<file path="config.mk">
export PLATFORM = sky130hd
export DESIGN_NAME = dhst_queue
export DESIGN_NICKNAME = d
export VERILOG_FILES = /design/src/rtl/dhst_pkg.sv /design/src/rtl/dhst_queue.sv
export SDC_FILE = /design/constraint.sdc
export NUM_CORES = 1
export LEC_CHECK = 0
export ABC_AREA = 1
export BUFFER_PORTS_ARGS = -buffer_cell sky130_fd_sc_hd__buf_2
export CAP_MARGIN = 20
export CORE_ASPECT_RATIO = 0.75
export CORE_MARGIN = 2
export CORE_UTILIZATION = 30
export DETAILED_ROUTE_END_ITERATION = 10
export PLACE_DENSITY = 0.52
export SLEW_MARGIN = 20
export SYNTH_ARGS = -nofsm -noshare
export SYNTH_HDL_FRONTEND = slang
export SYNTH_SLANG_ARGS = --single-unit
export TNS_END_PERCENT = 50
</file>
<file path="constraint.sdc">
create_clock -name clk -period 3 [get_ports clk]
set_clock_uncertainty 0.05 [all_clocks]
set_input_delay 0.45 -clock clk [delete_from_list [all_inputs] [get_ports clk]]
set_output_delay 0.45 -clock clk [all_outputs]
set_load 0.02 [all_outputs]
</file>
<file path="src/rtl/dhst_pkg.sv">
package dhst_pkg;

    localparam int TABLE_DEPTH_DEF = 256;
    localparam int MAX_KEY_LEN_DEF = 32;
    localparam int DATA_WIDTH_DEF  = 32;

    localparam int          HASH_W     = 32;
    localparam logic [31:0] HASH_INIT  = 32'd5381;
    localparam int          CFG_W      = 9;
    localparam logic [8:0]  SIZE_RESET = 9'd251;
    localparam int          SIZE_MIN   = 3;

    typedef enum logic [2:0] {
        ST_INSERTED  = 3'd0,
        ST_FOUND     = 3'd1,
        ST_NOT_FOUND = 3'd2,
        ST_DUPLICATE = 3'd3,
        ST_FULL      = 3'd4,
        ST_INVALID   = 3'd5
    } status_t;

    // classification of one complete key, handed from front to back
    typedef struct packed {
        logic              mode;
        logic              overflow;
        logic [HASH_W-1:0] hash;
    } job_t;

endpackage

</file>
<file path="src/rtl/dhst_queue.sv">
module dhst_queue #(
    parameter int MAX_KEY_LEN = dhst_pkg::MAX_KEY_LEN_DEF,
    parameter int DATA_WIDTH  = dhst_pkg::DATA_WIDTH_DEF,
    parameter int LW          = 6,
    parameter int KW          = 5
) (
    input  logic                  clk,
    input  logic                  rst_n,
    input  logic                  char_we,
    input  logic [KW-1:0]         char_idx,
    input  logic [7:0]            char_val,
    input  logic                  push,
    input  dhst_pkg::job_t        push_job,
    input  logic [LW-1:0]         push_len,
    input  logic [DATA_WIDTH-1:0] push_data,
    output logic                  full,
    output logic                  empty,
    output dhst_pkg::job_t        head_job,
    output logic [LW-1:0]         head_len,
    output logic [DATA_WIDTH-1:0] head_data,
    input  logic                  pop,
    input  logic [KW-1:0]         rd_idx,
    output logic [7:0]            rd_char
);
    import dhst_pkg::*;

    logic [7:0]            key0_reg [MAX_KEY_LEN];
    logic [7:0]            key1_reg [MAX_KEY_LEN];
    job_t                  job_reg  [2];
    logic [LW-1:0]         len_reg  [2];
    logic [DATA_WIDTH-1:0] data_reg [2];
    logic                  wptr_reg, wptr_next;
    logic                  rptr_reg, rptr_next;
    logic [1:0]            cnt_reg, cnt_next;

    assign full  = (cnt_reg == 2'd2);
    assign empty = (cnt_reg == 2'd0);

    // hold key characters in the bank at the write pointer
    always_ff @(posedge clk)
    begin
        if (char_we)
        begin
            if (wptr_reg)
            begin
                key1_reg[char_idx] <= char_val;
            end
            else
            begin
                key0_reg[char_idx] <= char_val;
            end
        end
        if (push)
        begin
            job_reg[wptr_reg]  <= push_job;
            len_reg[wptr_reg]  <= push_len;
            data_reg[wptr_reg] <= push_data;
        end
    end

    // advance pointers and count
    always_comb
    begin
        wptr_next = wptr_reg ^ push;
        rptr_next = rptr_reg ^ pop;
        cnt_next  = cnt_reg + 2'(push) - 2'(pop);
    end

    always_ff @(posedge clk or negedge rst_n)
    begin
        if (!rst_n)
        begin
            wptr_reg <= 1'b0;
            rptr_reg <= 1'b0;
            cnt_reg  <= 2'd0;
        end
        else
        begin
            wptr_reg <= wptr_next;
            rptr_reg <= rptr_next;
            cnt_reg  <= cnt_next;
        end
    end

    assign head_job  = job_reg[rptr_reg];
    assign head_len  = len_reg[rptr_reg];
    assign head_data = data_reg[rptr_reg];
    assign rd_char   = rptr_reg ? key1_reg[rd_idx] : key0_reg[rd_idx];

endmodule

</file>
==> metrics.md, run 1 <==
| Metric | Value |
|---|---|
| Detail Route Antenna Nets | `0` |
| DP HPWL | `roughly 48000 um` |
| Hold crit path type | `in2reg` |
| Root Driver | `clkbuf_16` |
| Worst setup SP type | `input pin` |
| Worst path required time | `2.50 ns` |
| Nets | `2629` |
| Clock latency on the worst-skew pair | `0.61 ns` |
| Hold path cells | `2` |
| GR Util All Layers | `between 10% and 20%` |
| Vias | `roughly 18000` |
| Via-per-instance ratio | `4.83` |
| Status | `finished, final reports clean` |
| CTS tree | `built` |
| Die width | `between 300 and 400 um` |
| Max-cap violation count | `0` |
| R2r setup slk | `0.84 ns` |
| Placer Congestion | `0.881` |
| Flops & latches, synth | `660` |
| DRT Wirelength | `~76000 um` |
| Crit end category | `primary output` |
| Unrepaired setup endpoints after global routing | `no` |
| Post-layout min period | `2.91 ns` |
| Fmax | `344 MHz` |
| Layout cells sized above 1 | `approximately 16%` |
| Slowest stage cell, crit path | `inv_4` |
| Setup tns final | `0 ns` |
| Htree depth | `3` |
| Seq/Total Area, Yosys | `74.3%` |
| Initial antenna violation count | `2` |
| Pwr/cell area | `726 mW/mm^2` |
| Tcrit/Tclk final | `97.0%` |
| Clock sinks | `660` |
| Vias in the first global route | `17300` |
| Core area | `0.0879 sq mm` |
| Worst vdd ir | `between 0.4 and 0.5 mV` |
| Mapped Nets | `2313` |
| Total leakage power | `12.2 nW` |
| CP max stage delay | `0.25 ns` |
| Global-route wire length before repair | `around 110000 um` |
| Largest net degree at the start of global routing | `82` |
| First-pass iteration count of the detailed router | `6` |
| P&R area growth vs syn | `21.4%` |
| CTS buffer count | `72` |
| CP max FO | `24` |
| Final Util | `36.9%` |
| Drt drc | `0` |
| Cell family with most CP delay | `buffers and inverters` |
| DIE HEIGHT | `about 260 um` |
| Mapped Area | `0.0267 sq mm` |
| CP cell instances | `buf_4, inv_4, buf_12, buf_4, nand3_1, nand3_1, nand2_1, nand2_1, nand3_1, nand3_1, nand2_1, buf_2` |
| YS warnings | `0` |
| I/O Buffers | `176` |
| IO Count | `177` |
| Mean area per synthesized cell | `12.0 sq um` |
| WL per Instance | `between 20 and 25 um` |
| Critical Path Most Common Cell | `nand3_1` |
| Critical path type | `in2out` |
| Reg2Reg Depth | `3` |
| FP Rows | `94` |
| Initial detailed-routing violation count | `1979` |
| Worst-path clk slew | `roughly 0.06 ns` |
| Max Slew Vio Count | `0` |
| Relative slew slack | `42.0%` |
| Post-Syn Instances | `2214` |
| Clock buffer depth | `3` |
| Buf/Inv on CP | `5` |
| Path length in cells of the critical path | `12` |
| Die ar. | `0.0913 sq mm` |
| Netlist cell types | `19` |
| GRT overflow | `0` |
| Starting Density | `a little under a third` |
| Final setup viols | `0` |
| Critical path arrival | `2.41 ns` |
| Final Hold Fails | `0` |
| Worst Tran Pin Value | `just under 0.9 ns` |
| Post-CTS Setup Inserts | `0` |
worst register-to-register path: stages (launching register included):
cell and delay, ns:
dfrtp_1 0.41, inv_1 0.12, nand2_1 0.38, nor2_1 0.82
synthesized netlist by cell type:
| library cell | count | area (sq um) |
|---|---|---|
| clkbuf_1 | 25 | 93.8 |
| xnor2_1 | 2 | 17.5 |
| buf_1 | 15 | 56.3 |
| ha_1 | 4 | 50.1 |
| buf_4 | 20 | 150 |
| clkinv_1 | 2 | 7.51 |
| nor3_1 | 36 | 180 |
| nand2_1 | 884 | 3320 |
| buf_8 | 1 | 15.0 |
| edfxtp_1 | 656 | 19700 |
| nand3_1 | 434 | 2170 |
| inv_6 | 1 | 8.76 |
| dfrtp_1 | 4 | 100 |
| inv_1 | 18 | 67.6 |
| inv_2 | 2 | 7.51 |
| xor2_1 | 1 | 8.76 |
| buf_6 | 34 | 383 |
| nor2_1 | 39 | 146 |
| buf_2 | 36 | 180 |
routing by layer:
metal	track usage (%)	up-vias	share of wire [%]
met5	0	-	0
met4	4.18	0	1.9
met3	3.23	94	7.0
met2	23.4	621	44
met1	24.4	9000	47
li1	-	8356	-
metrics by stage:
step                power (mW)  setup slack (ns)  hold WS (ns)  instances  instance area, sq um
floorplan                 13.3             0.327         0.104       2214                 26700
global placement          15.0            0.0970         0.212       3534                 29300
detailed placement        15.0            0.0988         0.214       3534                 29300
CTS                       23.8             0.101        0.0321       3738                 32400
global route              24.4           0.00691        0.0647       3738                 32400
finish                    23.5            0.0899        0.0735       3740                 32400
placed cells by master, fill, tap and decap left out, types with 2 or more instances in the layout:
cell type and instances:
nand2_1 884, edfxtp_1 656, nand3_1 434, buf_2 174
buf_4 99, dlygate4sd3_1 74, clkbuf_16 72, nor2_1 39
nor3_1 36, buf_12 24, clkbuf_1 21, inv_1 17
clkinv_1 12, clkinv_2 9, inv_6 5, bufinv_16 5
clkbuf_8 3, dfrtp_1 3, diode_2 2, inv_2 2
xnor2_1 2, ha_1 2, ha_2 2, clkinv_8 2
inv_8 2, buf_6 2
cells by family (layout without fill, tap and decap cells):
logic type	Yosys count	count (layout)	share of synthesized area (%)
flops	660	660	74.3
simple gates	1393	1393	21.8
fa+ha+maj	4	4	0.188
other cells	0	2	0
buf+inv	154	526	3.64
xor+xnor	3	3	0.0986
report_power, final:
group / internal (mW) / switching (mW)
registers: 10.7 / 0.115
clock network: 4.98 / 3.67
logic: 1.11 / 2.95
final timing paths:
check / end / from
max: rd_char[1] / rd_idx[1]
min: cnt_reg[0] / push
max reg2reg: key0_reg[6][7] / wptr_reg
min reg2reg: cnt_reg[1] / cnt_reg[1]
max in group asynchronous: rptr_reg / rst_n
min in group asynchronous: rptr_reg / rst_n
area by class of cell:
type                            instances  area [sq um]
Sequential cell                       660         19800
Multi-Input combinational cell       1400          5900
Antenna cell                            2          5.00
Fill cell                            8413         55500
Timing Repair Buffer                  373          2860
Inverter                               23          93.8
Clock buffer                           96          1920
Tap cell                             1152          1440
Clock inverter                         34           360
what timing repair did:
action / in CTS / in global routing
endpoints found under the setup margin: 1 / 0
resized for setup: 1 / 0
endpoints found under the hold margin: 149 / 0
hold buffers: 74 / 0
No activity file was read; power rests on OpenSTA's default activity.
==> inputs of run 2 (changes only) <==
- CAP_MARGIN: 20 -> default
- RECOVER_POWER: default -> 50
==> run 2 against run 1 <==
  * The flow now finishes with violations (max-capacitance violations, max-slew violations)
  * Clock power barely moved
  * Die area did not move
  * Final cell count did not move
  * Global-route usage did not move
  * Largest power group unchanged
  * First-iteration DRC count rose by 2.4%
  * Power barely moved
  * Critical path depth did not move
  * Critical endpoint unchanged
  * Via count rose by 0.23%
  * Non-clock buffer count did not move
==> metrics.md, run 2 (same netlist as run 1, synthesis figures left out) <==
| Metric | Value |
|---|---|
| Die width | `348 um (unchanged)` |
| Tcrit/Tclk final | `97.4% (+0.36 points)` |
| Core area | `0.0879 sq mm (unchanged)` |
| CTS tree | `built` |
| Setup tns final | `0 ns (unchanged)` |
| CP max stage delay | `0.25 ns (about the same)` |
| WL per Instance | `20.2 um (-0.13%)` |
| Vias in the first global route | `17300 (unchanged)` |
| DRT Wirelength | `75500 um (-0.13%)` |
| Starting Density | `30.3% (unchanged)` |
| Worst Tran Pin Value | `1.96 ns (+1.09 ns)` |
| Clock sinks | `660 (unchanged)` |
| Nets | `2629 (unchanged)` |
| Critical Path Most Common Cell | `nand3_1` |
| DP HPWL | `48400 um (unchanged)` |
| Root Driver | `clkbuf_16` |
| Largest net degree at the start of global routing | `82 (unchanged)` |
| Storage cell area | `0.0198 sq mm (unchanged)` |
| Fmax | `342 MHz (-0.37%)` |
| I/O Buffers | `176 (unchanged)` |
| Critical path type | `in2out` |
| Htree depth | `3 (unchanged)` |
| Via-per-instance ratio | `4.84 (+0.23%)` |
| Final setup viols | `0 (unchanged)` |
| Worst vdd ir | `0.458 mV (+4.2%)` |
| P&R area growth vs syn | `20.8%` |
| Pwr/cell area | `730 mW/mm^2 (+0.48%)` |
| Global-route wire length before repair | `111000 um (unchanged)` |
| Initial antenna violation count | `1 (-1)` |
| Footprint of the multi-input gates | `0.00590 sq mm (about the same)` |
| DIE HEIGHT | `262 um (unchanged)` |
| Slowest stage cell, crit path | `inv_4` |
| First-pass iteration count of the detailed router | `6 (unchanged)` |
| Drt drc | `0 (unchanged)` |
| Worst setup SP type | `input pin` |
| CTS buffer count | `72 (unchanged)` |
| Filler Cell Count | `8449 (+0.43%)` |
| Relative slew slack | `-30.5% (-73 points)` |
| Hold crit path type | `in2reg` |
| Initial detailed-routing violation count | `2026 (+2.4%)` |
| Unrepaired setup endpoints after global routing | `no` |
| Failing checks | `max-capacitance violations, max-slew violations` |
| Critical path arrival | `2.42 ns (about the same)` |
| Final Util | `36.6% (-0.21 points)` |
| FP Rows | `94 (unchanged)` |
| Crit end category | `primary output` |
| Worst path required time | `2.50 ns (about the same)` |
| Max Slew Vio Count | `333 (+333)` |
| Layout cells sized above 1 | `13.1% (-2.5 points)` |
| Clock latency on the worst-skew pair | `0.61 ns (about the same)` |
| Final Hold Fails | `0 (unchanged)` |
| GR Util All Layers | `16.1% (unchanged)` |
| GRT overflow | `0 (unchanged)` |
| CP cell instances | `buf_4, inv_4, buf_12, buf_4, nand3_1, nand3_1, nand2_1, nand2_1, nand3_1, nand3_1, nand2_1, buf_2` |
| Detail Route Antenna Nets | `0 (unchanged)` |
| Max-cap violation count | `9 (+9)` |
| Status | `finished, violations left` |
| Vias | `18100 (+0.23%)` |
| CP max FO | `24 (unchanged)` |
| Placer Congestion | `0.881 (unchanged)` |
| Clock buffer depth | `3 (unchanged)` |
| IO Count | `177 (unchanged)` |
| Die ar. | `0.0913 sq mm (unchanged)` |
| Most frequent cells in the layout | `nand2_1 (884), edfxtp_1 (656), nand3_1 (434)` |
| Post-layout min period | `2.92 ns (+0.0107 ns)` |
| Worst-path clk slew | `0.06 ns (about the same)` |
| Total leakage power | `12.0 nW (-1.6%)` |
| Most common cell after layout, fill and taps aside | `nand2_1` |
[run 2: path summary, 6_finish.rpt]
check	endpoint	slack [ns]	depth (start not counted)	startpoint
setup reg to reg	job_reg[1][3]	0.54	2	wptr_reg
hold reg to reg	cnt_reg[1]	0.58	2	cnt_reg[1]
setup / recovery	rd_char[1]	0.08	12	rd_idx[1]
max in group asynchronous	rptr_reg	2.49	2	rst_n
hold / removal	cnt_reg[0]	0.07	2	push
min in group asynchronous	rptr_reg	0.20	2	rst_n
[run 2: worst max-delay path, delay by kind of cell]
kind	cells	cell delay, ns
buffers and inverters	5	1.02
AND/OR/NAND/NOR	7	0.90
[run 2: final cells by class]
| class | count | share of cell area [%] |
|---|---|---|
| Antenna cell | 2 | 0.0155 |
| Clock buffer | 96 | 5.97 |
| Clock inverter | 34 | 1.12 |
| Inverter | 23 | 0.291 |
| Multi-Input combinational cell | 1400 | 18.3 |
| Sequential cell | 660 | 61.5 |
| Tap cell | 1152 | 4.48 |
| Timing Repair Buffer | 373 | 8.32 |
[run 2: power by group]
part	internal, mW	switching [mW]
combinational	1.07	2.95
clock	4.98	3.67
sequential	10.7	0.115
total	16.8	6.74
[run 2: metrics by stage]
step / setup WS [ns] / hold slack, ns / cells / cell area, sq um / power (mW)
finish: 0.0792 / 0.0699 / 3740 / 32200 / 23.5
detailed placement: 0.0988 / 0.214 / 3534 / 29300 / 15.0
global route: 0.00691 / 0.0630 / 3738 / 32200 / 24.4
floorplan: 0.327 / 0.104 / 2214 / 26700 / 13.3
global placement: 0.0970 / 0.212 / 3534 / 29300 / 15.0
CTS: 0.101 / 0.0321 / 3738 / 32400 / 23.8
[run 2: metal layers]
| layer | vias to the layer above | track usage [%] | wire [um] |
|---|---|---|---|
| met5 | - | 0 | 0 |
| met4 | 0 | 4.18 | 1520 |
| met3 | 106 | 3.23 | 5370 |
| met2 | 629 | 23.4 | 33000 |
| met1 | 9025 | 24.4 | 35600 |
| li1 | 8352 | - | - |
[run 2: timing repair]
item / in CTS / in global routing
hold endpoints to repair: 149 / 0
hold buffers: 74 / 0
setup buffers: 0 / 0
gates resized for setup: 1 / 0
endpoints found under the setup margin: 1 / 0
