**src/rtl/dhst_pkg.sv**
```systemverilog
package dhst_pkg;

    localparam int TABLE_DEPTH_DEF = 256;
    localparam int MAX_KEY_LEN_DEF = 32;
    localparam int DATA_WIDTH_DEF  = 32;

    localparam int          HASH_W     = 32;
    localparam logic [31:0] HASH_INIT  = 32'd5381;
    localparam int          CFG_W      = 9;
    localparam logic [8:0]  SIZE_RESET = 9'd251;
    localparam int          SIZE_MIN   = 3;

    typedef enum logic [2:0] {
        ST_INSERTED  = 3'd0,
        ST_FOUND     = 3'd1,
        ST_NOT_FOUND = 3'd2,
        ST_DUPLICATE = 3'd3,
        ST_FULL      = 3'd4,
        ST_INVALID   = 3'd5
    } status_t;

    // classification of one complete key, handed from front to back
    typedef struct packed {
        logic              mode;
        logic              overflow;
        logic [HASH_W-1:0] hash;
    } job_t;

endpackage

```
**src/rtl/dhst_front.sv**
```systemverilog
module dhst_front #(
    parameter int MAX_KEY_LEN = dhst_pkg::MAX_KEY_LEN_DEF,
    parameter int DATA_WIDTH  = dhst_pkg::DATA_WIDTH_DEF,
    parameter int LW          = 6,
    parameter int KW          = 5
) (
    input  logic                  clk,
    input  logic                  rst_n,
    input  logic                  start,
    input  logic                  full,
    input  logic                  mode,
    input  logic [7:0]            key_char,
    input  logic                  key_last,
    input  logic [DATA_WIDTH-1:0] data_value,
    output logic                  char_we,
    output logic [KW-1:0]         char_idx,
    output logic [7:0]            char_val,
    output logic                  push,
    output dhst_pkg::job_t        push_job,
    output logic [LW-1:0]         push_len,
    output logic [DATA_WIDTH-1:0] push_data
);
    import dhst_pkg::*;

    logic [HASH_W-1:0] hash_reg, hash_next;
    logic [LW-1:0]     len_reg, len_next;
    logic              ovf_reg, ovf_next;
    logic              accept;
    logic              room;
    logic [HASH_W-1:0] hash_upd;
    logic [LW-1:0]     len_upd;
    logic              ovf_upd;

    assign accept   = start && !full;
    assign room     = (len_reg < LW'(MAX_KEY_LEN));
    assign hash_upd = (hash_reg << 5) + hash_reg + HASH_W'(key_char);
    assign len_upd  = room ? len_reg + LW'(1) : len_reg;
    assign ovf_upd  = ovf_reg || !room;

    // store the character while the key still fits
    assign char_we  = accept && room;
    assign char_idx = len_reg[KW-1:0];
    assign char_val = key_char;

    // hand the finished key over on its last character
    assign push           = accept && key_last;
    assign push_job.mode     = mode;
    assign push_job.overflow = ovf_upd;
    assign push_job.hash     = hash_upd;
    assign push_len       = len_upd;
    assign push_data      = data_value;

    always_comb
    begin
        hash_next = hash_reg;
        len_next  = len_reg;
        ovf_next  = ovf_reg;
        if (accept)
        begin
            if (key_last)
            begin
                hash_next = HASH_INIT;
                len_next  = '0;
                ovf_next  = 1'b0;
            end
            else
            begin
                hash_next = hash_upd;
                len_next  = len_upd;
                ovf_next  = ovf_upd;
            end
        end
    end

    always_ff @(posedge clk or negedge rst_n)
    begin
        if (!rst_n)
        begin
            hash_reg <= HASH_INIT;
            len_reg  <= '0;
            ovf_reg  <= 1'b0;
        end
        else
        begin
            hash_reg <= hash_next;
            len_reg  <= len_next;
            ovf_reg  <= ovf_next;
        end
    end

endmodule

```
**config.mk**
```make
export PLATFORM = sky130hd
export DESIGN_NAME = dhst_front
export DESIGN_NICKNAME = d
export VERILOG_FILES = /design/src/rtl/dhst_pkg.sv /design/src/rtl/dhst_front.sv
export SDC_FILE = /design/constraint.sdc
export NUM_CORES = 1
export LEC_CHECK = 0
export ABC_CLOCK_PERIOD_IN_PS = 9080
export BUFFER_PORTS_ARGS = -buffer_cell sky130_fd_sc_hd__clkbuf_2
export CELL_PAD_IN_SITES_DETAIL_PLACEMENT = 2
export CELL_PAD_IN_SITES_GLOBAL_PLACEMENT = 2
export CORE_MARGIN = 5
export CORE_UTILIZATION = 28
export CTS_BUF_LIST = sky130_fd_sc_hd__clkbuf_16
export CTS_CLUSTER_DIAMETER = 50
export CTS_CLUSTER_SIZE = 20
export DETAILED_ROUTE_END_ITERATION = 8
export PLACE_DENSITY_LB_ADDON = 0.15
export SLEW_MARGIN = 15
export SYNTH_ARGS = -nofsm -noshare
export SYNTH_HDL_FRONTEND = slang
export SYNTH_SLANG_ARGS = --single-unit
```
**constraint.sdc**
```tcl
create_clock -name clk -period 9.08 [get_ports clk]
set_clock_uncertainty 0.15 [all_clocks]
set_input_delay 0.908 -clock clk [delete_from_list [all_inputs] [get_ports clk]]
set_output_delay 0.908 -clock clk [all_outputs]
set_load 0.01 [all_outputs]
```
==> flow_metrics.tcl, run 1 <==
set metrics [dict create \
    via_per_inst 5.080 \
    io_buffers 66 \
    n_antenna_cell 0 \
    critPathArrivalTime_ns 4.07 \
    ys.warnings.count 0 \
    worst_pin_slew_ns 0.9248 \
    die_h_um 126.5 \
    grt_max_degree 41 \
    vias 3053 \
    drtAntennaViolNets 0 \
    drt-pass1-iter-count 4 \
    ctsLongestPathBuffers 2 \
    timing.fmax_mhz 194.8 \
    layout.nets 533 \
    drive_above_1_share_pct 22.59 \
    period_minus_slack_ns 5.132 \
    wl_um 11850 \
    initial_utilization_pct 28.56 \
    worstSetupStartpointType "input pin" \
    required_ns 8.02 \
    rsz0062_at_grt "no" \
    cts.htree.levels 2 \
    cts_tree "built" \
    cts.clk_slew.worst_paths_ns 0.07 \
    drc_errors 0 \
    gr-total-overflow 0 \
    yosysTopAreaCellShare_pct 22.41 \
    hold_violations 0 \
    powerDensity_nw_per_um2 409.2 \
    crit_family "compound AO/OA/AOI/OAI gates" \
    async_flop_share_pct 100.0 \
    ir_drop_mv 0.1714 \
    tns_ns 0 \
    cp_max_fo 4 \
    slowest_stage "fa_1" \
    synth_cell_type_count 53 \
    place_congestion 0.8175 \
    grt_pass1_wl_um 19360 \
    dieWidth_um 126.5 \
    cp.buffers_inverters 2 \
    path_cells "clkbuf_2, ha_1, ha_1, fa_1, a211oi_1, o211ai_1, and2_1, a211oi_1, o21ai_0, a21o_1, a21o_1, xor2_1, clkbuf_2" \
    synth.cell_area_um2 3797 \
    final_common_cell "clkbuf_2" \
    drv_cap 0 \
    cts_buffers 5 \
    hold_buffers 0 \
    io_pins 133 \
    areaGrowthSynthToFinish_pct 8.896 \
    leakagePower_uw 0.002182 \
    worst_slack_ns 3.948 \
    post_cts_buffers 0 \
    synth_area_leader_cell "dfrtp_1" \
    synth_area_leaders "dfrtp_1 22%, ha_1 19%, buf_4 9.3%" \
    post_synth.cell_area_avg_um2 9.399 \
    path_class "input pin to primary output" \
    rows 42 \
    grt_antenna_before_repair 0 \
    grt_pass1_vias 3488 \
    clock_latency_ns 0.30 \
    largest_reg_flops 32 \
    netlist_instances 404 \
    status "completed" \
    clkSinkCount 39 \
    cts_resized 0 \
    hpwl_um 9632 \
    syn_nets 513 \
    cp_slowest_stage_delay_ns 0.44 \
    core_area_um2 13300 \
    hold_class "flop to flop" \
    track_usage_pct 15.14 \
    drtIter0Drc 67 \
    fillers 1519 \
    endpoint_kind "primary output" \
    synth-seq-cells 39 \
    synth-seq-area-share_pct 25.86 \
    post-route-period-util_pct 56.52 \
    root_buffer "clkbuf_16" \
    slew_violations 0 \
    finalSetupViolations 0 \
    synth_edf_count 0 \
    relSlewSlack_pct 38.22 \
    place_ws_ns 3.936 \
    ys.flop_type "dfrtp_1" \
    wl_per_cell_um 19.72 \
    die_area_um2 15990 \
    final_cell_mix "66 x clkbuf_2, 59 x ha_1, 34 x dfrtp_1" \
]
[kinds of logic after synthesis]
kind of cell	after synthesis	synth area share (%)
and+or+nand+nor	77	9.424
AOI/OAI and AO/OA	121	23.53
xor gates and xnor gates	33	7.611
muxes	2	0.5601
adders and majority gates	63	21.55
DFF	39	25.87
buffers and inverters	69	11.47
[per-layer routing]
layer | GRT usage [%] | share of wire (%) | up-vias
met5 | 0 | 0 | -
met4 | 3.091 | 1.0 | 0
met3 | 3.447 | 4.0 | 21
met2 | 25.81 | 48 | 46
met1 | 19.68 | 47 | 1523
li1 | - | - | 1463
[synth_stat cells (2+ instances only)]
cell / count
o22a_1: 3
a22o_1: 25
xnor2_1: 20
a31oi_1: 3
nor3_1: 3
buf_4: 47
dfrtp_1: 34
clkbuf_1: 9
a31o_2: 2
nand3b_1: 2
dfstp_2: 5
nand2_1: 27
nor2_1: 20
o21ai_0: 19
fa_1: 4
o21bai_1: 6
a21boi_0: 2
and2_1: 3
nand3_1: 6
and3_1: 4
ha_1: 59
a211oi_1: 4
or2_2: 2
nor2b_1: 4
a21o_2: 2
a21oi_1: 23
xor2_1: 13
o21a_1: 2
a221oi_1: 2
a21o_1: 14
inv_1: 13
[tightest hold or removal path: stages, from the launching register on]
cell     delay, ns
dfstp_2       0.40
nand2_1       0.06
nand2_1       0.04
[metrics by stage]
step / hold slack (ns) / std cells / utilization (%) / area [µm²] / total power [µW]
final: 0.3557 / 601 / 31.10 / 4135 / 1692
after detailed placement: 0.3517 / 593 / 29.98 / 3986 / 1531
after CTS: 0.3642 / 601 / 31.10 / 4135 / 1730
after global routing: 0.3826 / 601 / 31.10 / 4135 / 1851
after floorplan: 0.3060 / 404 / - / 3797 / 1093
after global placement: 0.3474 / 593 / 29.98 / 3986 / 1504
[final timing paths]
check	depth (start not counted)	end	start	slack (ns)
worst max-delay path	13	push_job[17]	key_char[1]	3.95
worst min-delay path	2	hash_reg[2]$_DFFE_PN1P_	hash_reg[2]$_DFFE_PN1P_	0.36
worst max register to register	12	hash_reg[17]$_DFFE_PN0P_	hash_reg[1]$_DFFE_PN0P_	5.23
worst min register to register	2	hash_reg[2]$_DFFE_PN1P_	hash_reg[2]$_DFFE_PN1P_	0.36
max in group asynchronous	2	hash_reg[17]$_DFFE_PN0P_	rst_n	7.86
min in group asynchronous	2	len_reg[1]$_DFFE_PN0P_	rst_n	0.54
[cell type report]
type,count,area [µm²],share of cell area (%)
Sequential cell,39,982.2,23.75
Tap cell,176,220.2,5.325
Clock inverter,3,23.77,0.5749
Clock buffer,5,125.1,3.026
Inverter,13,48.80,1.180
Timing Repair Buffer,69,352.8,8.533
Multi-Input combinational cell,296,2382,57.61
[power breakdown]
part / total [µW] / switching, µW / internal, µW
registers: 302 / 68.5 / 234
logic: 1200 / 722 / 482
clock network: 186 / 83.4 / 103
total: 1690 / 874 / 818
Note: power is estimated with default switching activity, not from simulation.
==> inputs of run 2 (changes only) <==
Settings changed: ABC_CLOCK_PERIOD_IN_PS 9080 to 5300.
Clock period 9.08 ns to 5.3 ns, I/O delays scaled along.
==> run 2 against run 1 <==
Final cell count is 0.17% higher; total power is 76% higher; global-route usage is 0.070 points lower; via count is 1.2% higher; sequential share of layout area is 0.27 points lower; critical path depth is 1 lower; sequential power is 71% higher; critical endpoint unchanged; largest cell class unchanged.
==> flow_metrics.tcl, run 2 (synthesis results as in run 1) <==
set metrics [dict create \
    status "completed" \
    cts.htree.levels 2 \
    cts_buffers 5 \
    vias 3090 \
    required_ns 4.62 \
    die_area_um2 15990 \
    largest_reg_flops 32 \
    relSlewSlack_pct 53.60 \
    worstSetupStartpointType "flop" \
    cp_slowest_stage_delay_ns 0.45 \
    cp_max_fo 4 \
    ir_drop_mv 0.4078 \
    critPathArrivalTime_ns 3.80 \
    hold_violations 0 \
    finalSetupViolations 0 \
    clkSinkCount 39 \
    initial_utilization_pct 28.56 \
    io_buffers 66 \
    fin_hold_ws_ns 0.1622 \
    p_comb_share_pct 69.1 \
    core_area_um2 13300 \
    post-route-period-util_pct 84.51 \
    powerDensity_nw_per_um2 710.3 \
    areaGrowthSynthToFinish_pct 10.15 \
    final_common_cell "clkbuf_2" \
    final_cell_mix "66 x clkbuf_2, 59 x ha_1, 34 x dfrtp_1" \
    drc_errors 0 \
    leakagePower_uw 0.002216 \
    die_h_um 126.5 \
    dieWidth_um 126.5 \
    p_total_uw 2971 \
    p_sw_share_pct 49.74 \
    slew_violations 0 \
    ctsLongestPathBuffers 2 \
    timing.fmax_mhz 223.3 \
    rsz0062_at_grt "no" \
    worst_slack_ns 0.8209 \
    hold_buffers 0 \
    clkPwrFrac_pct 13.5 \
    place_ws_ns 0.9103 \
    p_int_uw 1493 \
    hold_class "input pin to asynchronous set/reset pin" \
    wl_per_cell_um 19.70 \
    post_cts_buffers 0 \
    clock_latency_ns 0.29 \
    drive_above_1_share_pct 22.54 \
    p_seq_share_pct 17.4 \
    drtIter0Drc 65 \
    gr-total-overflow 0 \
    grt_max_degree 41 \
    io_pins 133 \
    wl_um 11860 \
    place_congestion 0.8148 \
    period_minus_slack_ns 4.479 \
    drv_cap 0 \
    drtAntennaViolNets 0 \
    n_antenna_cell 0 \
    cts_tree "built" \
    layout.nets 534 \
    cts.clk_slew.worst_paths_ns 0.06 \
    grt_antenna_before_repair 0 \
    path_cells "ha_1, ha_1, fa_1, a211oi_1, o211ai_1, and2_1, a211oi_1, o21ai_0, a21o_1, a21o_1, xor2_1, clkbuf_2" \
    endpoint_kind "primary output" \
    path_class "flop to primary output" \
    drt-pass1-iter-count 4 \
    rows 42 \
    grt_pass1_vias 3425 \
    via_per_inst 5.133 \
    r2r_slack_ns 1.51 \
    fin_util_pct 31.46 \
    cts_resized 0 \
    worst_pin_slew_ns 0.6953 \
    track_usage_pct 15.07 \
    tns_ns 0 \
    slowest_stage "dfrtp_1" \
    hpwl_um 9579 \
    grt_pass1_wl_um 19260 \
    power.switching_uw 1478 \
    root_buffer "clkbuf_16" \
]
==> run 2: changes by cell type in the layout (fill, tap and decap cells not counted), sizes merged <==
| cell | before | now |
|---|---|---|
| clkinvlp | 2 | 0 |
| bufinv | 0 | 2 |
| buf | 3 | 4 |
==> run 2: routing by layer <==
layer / track usage [%] / vias to the layer above / wire length, µm / share of wire [%]
met2: 25.40 / 46 / 5748 / 48
met5: 0 / - / 0 / 0
met3: 2.564 / 21 / 412 / 3.5
met1: 20.20 / 1558 / 5564 / 47
met4: 3.470 / 0 / 132 / 1.1
li1: - / 1465 / - / -
==> run 2: worst max-delay path, delay by kind of cell (launching register included) <==
family	cells	cell delay [ns]
AO/OA/AOI/OAI	6	1.51
adder cells (fa/ha/maj)	3	1.00
flip-flops	1	0.45
AND/OR/NAND/NOR	1	0.21
XOR/XNOR	1	0.17
buffers and inverters	1	0.17
==> run 2: power groups by stage <==
stage,combinational [µW],clock [µW],sequential (µW)
2_1_floorplan,1410,0,468
3_3_place_gp,2050,0,525
3_5_place_dp,2090,0,525
4_1_cts,2110,414,522
5_1_grt,2300,426,530
6_report,2050,400,517
==> run 2: final cells by class <==
| class | count | area (µm²) |
|---|---|---|
| Timing Repair Buffer | 70 | 360.3 |
| Multi-Input combinational cell | 296 | 2382 |
| Clock inverter | 3 | 63.81 |
| Clock buffer | 5 | 125.1 |
| Sequential cell | 39 | 982.2 |
| Tap cell | 176 | 220.2 |
| Fill cell | 1488 | 9112 |
| Inverter | 13 | 48.80 |
==> run 2: worst paths after layout <==
path                                         start                  endpoint  cells past startpoint
max                        hash_reg[1]$_DFFE_PN0P_              push_job[17]                     12
min                                          rst_n    len_reg[0]$_DFFE_PN0P_                      2
max reg2reg                hash_reg[1]$_DFFE_PN0P_  hash_reg[17]$_DFFE_PN0P_                     12
min reg2reg                hash_reg[2]$_DFFE_PN1P_   hash_reg[2]$_DFFE_PN1P_                      2
max in group asynchronous                    rst_n  hash_reg[17]$_DFFE_PN0P_                      2
min in group clk           hash_reg[2]$_DFFE_PN1P_   hash_reg[2]$_DFFE_PN1P_                      2
==> run 2: per-stage QoR <==
| stage | instance area, µm² | std cells |
|---|---|---|
| 2_1_floorplan | 3797 | 404 |
| 3_3_place_gp | 3994 | 594 |
| 3_5_place_dp | 3994 | 594 |
| 4_1_cts | 4183 | 602 |
| 5_1_grt | 4183 | 602 |
| 6_report | 4183 | 602 |
==> inputs of run 3 (changes only) <==
Settings changed: ABC_CLOCK_PERIOD_IN_PS 5300 to 4200.
Clock period 5.3 ns to 4.2 ns, I/O delays scaled along.
==> run 3 against run 2 <==
Die area did not move; register-to-register slack got worse by 0.78 ns; wire length rose by 0.69%; hold slack got worse by 0.11 ns; combinational power rose by 36%; sequential power rose by 25%; non-clock buffer count rose by 10; first-iteration DRC count rose by 11%; sequential share of layout area fell by 1.0 points; core utilization rose by 1.5 points; sequential cell count did not move; highest routed layer unchanged.
==> flow_metrics.tcl, run 3 (synthesis results as in run 1) <==
set metrics [dict create \
    cp.buffers_inverters 2 \
    track_usage_pct 15.03 \
    reg2reg_from "hash_reg[11]$_DFFE_PN0P_" \
    clkSinkCount 39 \
    ctsLongestPathBuffers 2 \
    drt-pass1-iter-count 4 \
    clock_latency_ns 0.29 \
    worst_pin_slew_ns 0.6739 \
    n_antenna_cell 0 \
    hold_buffers 0 \
    finalSetupViolations 0 \
    critPathArrivalTime_ns 3.50 \
    fillers 1499 \
    vias 3112 \
    final_common_cell "clkbuf_2" \
    crit_family "compound AO/OA/AOI/OAI gates" \
    fin_cells 612 \
    drv_cap 0 \
    die_h_um 126.5 \
    initial_utilization_pct 28.56 \
    endpoint_kind "primary output" \
    final_cell_mix "64 x clkbuf_2, 52 x ha_1, 33 x dfrtp_1" \
    drtAntennaViolNets 0 \
    status "completed" \
    power.switching_uw 1932 \
    clkPwrFrac_pct 10.4 \
    cts_tree "built" \
    ir_drop_mv 0.4817 \
    dieWidth_um 126.5 \
    worstSetupStartpointType "flop" \
    drc_errors 0 \
    rr_endpoint "hash_reg[25]$_DFFE_PN0P_" \
    powerDensity_nw_per_um2 876.6 \
    required_ns 3.63 \
    cts.clk_slew.worst_paths_ns 0.07 \
    gr-total-overflow 0 \
    grt_pass1_vias 3459 \
    dpl_cell_area_um2 4024 \
    io_pins 133 \
    wl_um 11940 \
    path_class "flop to primary output" \
    slowest_stage "dfstp_2" \
    grt_max_degree 40 \
    r2r_slack_ns 0.73 \
    path_cells "ha_4, ha_4, a211oi_2, nor2_2, o31a_1, a211o_4, a221oi_4, buf_6, o21bai_1, a21oi_1, xnor2_1, clkbuf_2" \
    rsz0062_at_grt "yes" \
    drtIter0Drc 72 \
    cp_slowest_stage_delay_ns 0.60 \
    core_area_um2 13300 \
    p_comb_share_pct 72.7 \
    die_area_um2 15990 \
    reg2reg_depth 11 \
    slew_violations 0 \
    post-route-period-util_pct 96.91 \
    cts_buffers 5 \
    p_sw_share_pct 50.34 \
    wl_per_cell_um 19.51 \
    rows 42 \
    layout.nets 544 \
    root_buffer "clkbuf_16" \
    fin_hold_ws_ns 0.05045 \
    dpl.cell_count 598 \
    drive_above_1_share_pct 29.36 \
    via_per_inst 5.085 \
    design_area_um2 4379 \
    p_seq_share_pct 16.9 \
    hold_class "input pin to asynchronous set/reset pin" \
    areaGrowthSynthToFinish_pct 15.32 \
    tns_ns 0 \
    grt_antenna_before_repair 0 \
    io_buffers 66 \
    largest_reg_flops 32 \
    place_congestion 0.8128 \
    cts.htree.levels 2 \
    path_common_cell "ha_4" \
    p_int_uw 1906 \
    hpwl_um 9397 \
    period_minus_slack_ns 4.070 \
    hold_violations 0 \
    grt_pass1_wl_um 19420 \
    leakagePower_uw 0.002244 \
    timing.fmax_mhz 245.7 \
    cp_max_fo 4 \
    relSlewSlack_pct 55.02 \
]
run 3: cell count changes in the layout (fill, tap and decap cells not counted), sizes merged:
cell      before  now
buf            4   16
bufinv         2    0
clkbuf        71   69
clkinvlp       0    2
run 3: per-stage QoR:
stage                     power [µW]  util, %  worst slack, ns
after floorplan                 2364        -           0.5885
after global placement          3269    30.27           0.1214
after detailed placement        3308    30.27          0.06806
after CTS                       3783    31.86         0.003150
after global routing            4220    32.94         -0.03904
final                           3839    32.94           0.1298
run 3: what timing repair did:
item	4_1_cts	5_1_grt
gates resized for setup	7	25
hold endpoints to repair	0	0
buffers inserted	2	4
pin swaps	8	19
setup endpoints to repair	9	9
run 3: cell type report:
class / instances / area, µm² / area share, %
multi-input combinational: 296 / 2539 / 57.97
sequential: 39 / 983.4 / 22.46
timing repair buffer: 80 / 439.2 / 10.03
tap: 176 / 220.2 / 5.029
clock buffer: 5 / 125.1 / 2.857
inverter: 13 / 48.80 / 1.114
clock inverter: 3 / 23.77 / 0.5429
run 3: how the worst max path moves through the flow:
stage | start | endpoint | slack [ns] | cells after the start
after floorplan | hash_reg[0]$_DFFE_PN1P_ | push_job[31] | 0.59 | 13
after global placement | key_char[1] | push_job[31] | 0.12 | 14
after detailed placement | key_char[1] | push_job[31] | 0.07 | 14
after CTS | hash_reg[0]$_DFFE_PN1P_ | push_job[22] | 0.003 | 13
after global routing | hash_reg[1]$_DFFE_PN0P_ | push_job[31] | -0.04 | 13
final | hash_reg[2]$_DFFE_PN1P_ | push_job[22] | 0.13 | 12
run 3: power groups by stage:
stage / clock [µW] / sequential (µW) / combinational (µW)
after floorplan: 0 / 590 / 1770
after global placement: 0 / 661 / 2610
after detailed placement: 0 / 662 / 2650
after CTS: 417 / 656 / 2710
after global routing: 437 / 672 / 3110
final: 401 / 648 / 2790
run 3: routing by layer:
layer / up-vias / track usage (%) / part of all wire (%) / routed length [µm]
li1: 1485 / - / - / -
met1: 1552 / 20.16 / 46 / 5510
met2: 50 / 25.06 / 49 / 5800
met3: 25 / 2.690 / 3.9 / 464
met4: 0 / 3.785 / 1.4 / 163
met5: - / 0 / 0 / 0
